===== config.mk =====
export PLATFORM = sky130hd
export DESIGN_NAME = sacf_ram
export DESIGN_NICKNAME = d
export VERILOG_FILES = /design/src/hw/rtl/sacf_ram.sv
export SDC_FILE = /design/constraint.sdc
export NUM_CORES = 1
export LEC_CHECK = 0
export BUFFER_PORTS_ARGS = -buffer_cell sky130_fd_sc_hd__buf_2
export CORE_MARGIN = 5
export CORE_UTILIZATION = 60
export CTS_CLUSTER_DIAMETER = 40
export CTS_CLUSTER_SIZE = 8
export DETAILED_ROUTE_END_ITERATION = 7
export PLACE_DENSITY = 0.83
export REMOVE_ABC_BUFFERS = 1
export SLEW_MARGIN = 20
export SYNTH_ARGS = -nofsm -noshare
export SYNTH_HDL_FRONTEND = slang
export SYNTH_SLANG_ARGS = --single-unit

===== constraint.sdc =====
create_clock -name clk -period 1.7 [get_ports clk]
set_input_delay 0.085 -clock clk [delete_from_list [all_inputs] [get_ports clk]]
set_output_delay 0.085 -clock clk [all_outputs]
set_load 0.005 [all_outputs]

===== src/hw/rtl/sacf_ram.sv =====
// Generic simple dual-port RAM with registered read.
module sacf_ram #(
	parameter int WIDTH = 8,
	parameter int DEPTH = 16
) (
	input  logic                                   clk,
	input  logic                                   wr_en,
	input  logic [(DEPTH > 1 ? $clog2(DEPTH) : 1)-1:0] wr_addr,
	input  logic [WIDTH-1:0]                       wr_data,
	input  logic                                   rd_en,
	input  logic [(DEPTH > 1 ? $clog2(DEPTH) : 1)-1:0] rd_addr,
	output logic [WIDTH-1:0]                       rd_data
);

	logic [WIDTH-1:0] mem [DEPTH];

	always_ff @(posedge clk) begin
		if (wr_en) begin
			mem[wr_addr] <= wr_data;
		end
		if (rd_en) begin
			rd_data <= mem[rd_addr];
		end
	end

endmodule


# Word-level counts from Yosys, hierarchy flattened
# Memories as Yosys holds them, arrays and structs flattened. A register that Yosys moved wholly into a read port is not among the register bits.
# Cells that the tools add are included.
[word_totals] output_inout_bits=8 ff_bits=0 in_bits=19 n_memories=1 ramBits=128
[mem_list] name="mem" depth=16 width=8 rd=1 rd_ports_with_merged_regs=1 wr=1 line_no="15" text="logic [WIDTH-1:0] mem [DEPTH];"
[op_classes] muxes=2
[op_table] operator="1-bit two-way mux" n=2

# Longest topological paths before layout
[logic_depth] depth_word=2 depth_mapped=5

# Least setup slack after synthesis
# Ideal clock, no wire load.
[synth_timing] kind="in2reg" startpoint="input wr_addr[2] (netlist bit)" endpoint="memory mem[0][0], enable pin" n_path_buf=0 path_slack_ps=122 cell_stages=2 required_time_ps=1317 arrival_ps=1195 path_cell_list="or3b_2 > nor3_1"
[synth_lines] element="start, declared" line_no="8" text="input logic [(DEPTH > 1 ? $clog2(DEPTH) : 1)-1:0] wr_addr,"
[synth_lines] element="end, declared" line_no="15"
# No word-level cell before the write port.

==> metrics.md <==
| Metric | Value |
|---|---|
| Fraction of registers with async set/reset | `0` |
| CP startpoint kind | `flop` |
| Vias in the first global route | `2677` |
| Reg power frac | `0.470` |
| Pleak | `2.18 nW` |
| Clk Latency, worst-skew pair | `0.51 ns` |
| R2R Path Start | `mem[1][2]` |
| CTS root buf | `clkbuf_8` |
| CTS tree | `done` |
| IO buf count | `26` |
| Slew Viols, Final | `0` |
| # diodes | `0` |
| Post-place instance area | `5600 sq um` |
| Fin area | `6330 sq um` |
| GRT Util Overall | `0.209` |
| Final Hold Fails | `0` |
| CTS Buffer Depth | `2` |
| PnR worst setup slack | `0.195 ns` |
| Yosys top cell area share | `0.781` |
| GP Congestion | `0.756` |
| Initial drt markers | `228` |
| Routed Antenna Nets | `0` |
| Clock Skews | `0.00619 ns` |
| Comb power frac | `0.045` |
| Post-Syn Area per Cell | `22.8 sq um` |
| CP max stage delay | `0.51 ns` |
| Clock transition at path regs | `0.06 ns` |
| # DRC | `0` |
| Register area share after synthesis | `0.781` |
| Wire per inst | `23.9 um` |
| Clock power frac | `0.485` |
| Flops & latches, synth | `136` |
| Initial antenna violation count | `0` |
| RSZ-0062 raised after global routing | `no` |
| Die Span Y | `103 um` |
| WP data required | `1.96 ns` |
| Crit. Startpoint | `mem[1][2]` |
| Total grt overflow | `0` |
| Max Cap Viol | `0` |
| Tcrit/Tclk final | `0.886` |
| Max Fclk | `664 MHz` |
| Initial Util | `0.608` |
| Synth cell count leaders | `edfxtp_1 (136), mux4_2 (18), a22oi_1 (16)` |
| Synth top area cells | `edfxtp_1 (78%), mux4_2 (7.8%), mux4_1 (7.0%)` |
| Status | `completed` |
| Cells after Synth | `229` |
| Die width | `103 um` |
| Crit Path Max Fanout | `1` |
| Via count | `2556` |
| Tightest Pin Transition | `0.393 ns` |
| Post-synth EDFFs | `136` |
| DR vias/cell | `6.16` |
| Setup total negative slack | `0 ns` |
| # rows | `34` |
| Cell variety after synth | `18` |
| Count leader, synth | `edfxtp_1` |
| Worst Path Arrival | `1.76 ns` |
| Core box area | `8590 sq um` |
| Largest net degree at the start of global routing | `33` |
| WS Path Type | `reg2reg` |
| Main synth FF type | `edfxtp_1` |
| Peak VDD IR | `1080 uV` |
| Total CTS buffers | `17` |
| Detail Placement HPWL | `6.08 mm` |
| Min-delay worst type | `in2reg` |
| Area leader, netlist | `edfxtp_1` |
| Layout cell share with drive strength beyond 1 | `0.313` |
| Slew margin rel. | `0.738` |
| Final min period | `1.51 ns` |
| Power density cells | `1280 nW/um^2` |
| Post-cts sizing count | `0` |
| Slowest CP cell | `mux4_1` |
| Switching part of the total | `0.198` |
| Sw power | `1.60 mW` |
| Layout area overhead | `21.1%` |
| CTS H-tree depth | `4` |
| First-pass GRT wire length | `15.3 mm` |
| CTS sink cnt | `136` |
| Post-Syn Area | `5230 sq um` |
| YS warnings | `0` |
| Die area | `10700 sq um` |
| Hold Path Origin | `wr_addr[0]` |
| Worst path cell trace | `mux4_1 -> a22oi_1 -> nand2_1` |
| Final WL | `9.94 mm` |
| Nets | `313` |
| I/O pin count | `27` |
| # setup viols final | `0` |
| Pint | `6.48 mW` |
| CP Capture Type | `flop` |
| Dpl ws | `0.0422 ns` |
| DRT Pass-1 Iters | `4` |
[path summary, 6_finish.rpt]
kind / endpoint / slack, ns / cells after the start
hold / removal: mem[4][1] / 0.13 / 3
setup reg to reg: rd_data[2] / 0.19 / 3
setup / recovery: rd_data[2] / 0.19 / 3
hold reg to reg: rd_data[3] / 0.75 / 3
[final cells by class]
| cell class | instances | area [sq um] |
|---|---|---|
| clock buffer | 17 | 414 |
| fill | 476 | 2260 |
| multi-input combinational | 83 | 1060 |
| tap | 108 | 135 |
| clock inverter | 15 | 225 |
| timing repair buffer | 56 | 415 |
| sequential | 136 | 4080 |
[through the flow]
stage	std cells	utilization	hold WS (ns)	total power [mW]
4_1_cts	415	0.737	0.110	8.14
5_1_grt	415	0.737	0.125	8.34
6_report	415	0.737	0.131	8.08
2_1_floorplan	219	-	0.184	4.01
3_3_place_gp	374	0.652	0.459	4.20
3_5_place_dp	374	0.652	0.467	4.22
[critical path: cells and delay by family (launching register included)]
family / cells / cell delay (ns)
mux: 1 / 0.51
flops: 1 / 0.37
compound gates: 1 / 0.28
simple gates: 1 / 0.09
[flip-flops by register name, summed over array words and instances, names as in the netlist]
register,flops
rd_data,8
mem,128
[cell families (layout without fill, tap and decap cells)]
| group | after synthesis | in the layout | synth area share |
|---|---|---|---|
| AOI/OAI and AO/OA | 16 | 16 | 0.0230 |
| buffers and inverters | 10 | 88 | 0.0165 |
| DFF | 136 | 136 | 0.781 |
| muxes | 32 | 32 | 0.148 |
| and+or+nand+nor | 35 | 35 | 0.0314 |
[what timing repair did]
| action | CTS | global route |
|---|---|---|
| hold buffers | 9 | 0 |
| setup buffers | 0 | 0 |
| hold endpoints to repair | 136 | 0 |
[per-layer routing]
| metal | vias to the layer above | GRT usage | part of all wire |
|---|---|---|---|
| li1 | 1112 | - | - |
| met4 | 0 | 0.0618 | 0.013 |
| met2 | 108 | 0.330 | 0.50 |
| met5 | - | 0 | 0 |
| met3 | 11 | 0.0677 | 0.082 |
| met1 | 1325 | 0.285 | 0.40 |
[placed cells by master, fill, tap and decap left out]
cell type,synthesis,routed
buf_12,0,3
mux4_2,18,18
nand2_1,9,9
or3b_2,1,1
nor2b_1,1,1
nand2b_1,2,2
nor3_1,4,4
edfxtp_1,136,136
nand3b_1,2,2
bufinv_16,0,5
mux4_1,14,14
dlygate4sd3_1,0,9
nor2_1,13,13
buf_4,1,18
clkbuf_8,0,1
clkbuf_16,0,16
buf_2,3,26
nand3_1,1,1
clkinv_4,0,5
and2_1,1,1
clkinv_1,0,2
a22oi_1,16,16
clkinvlp_4,0,2
and2b_1,1,1
inv_6,0,1
[power groups by stage]
stage	clock (mW)	sequential [mW]	combinational (mW)
2_1_floorplan	0	3.86	0.151
3_3_place_gp	0	3.87	0.334
3_5_place_dp	0	3.87	0.348
4_1_cts	3.96	3.80	0.369
5_1_grt	4.14	3.81	0.394
6_report	3.92	3.80	0.361
Power figures use the tool's default switching activity.
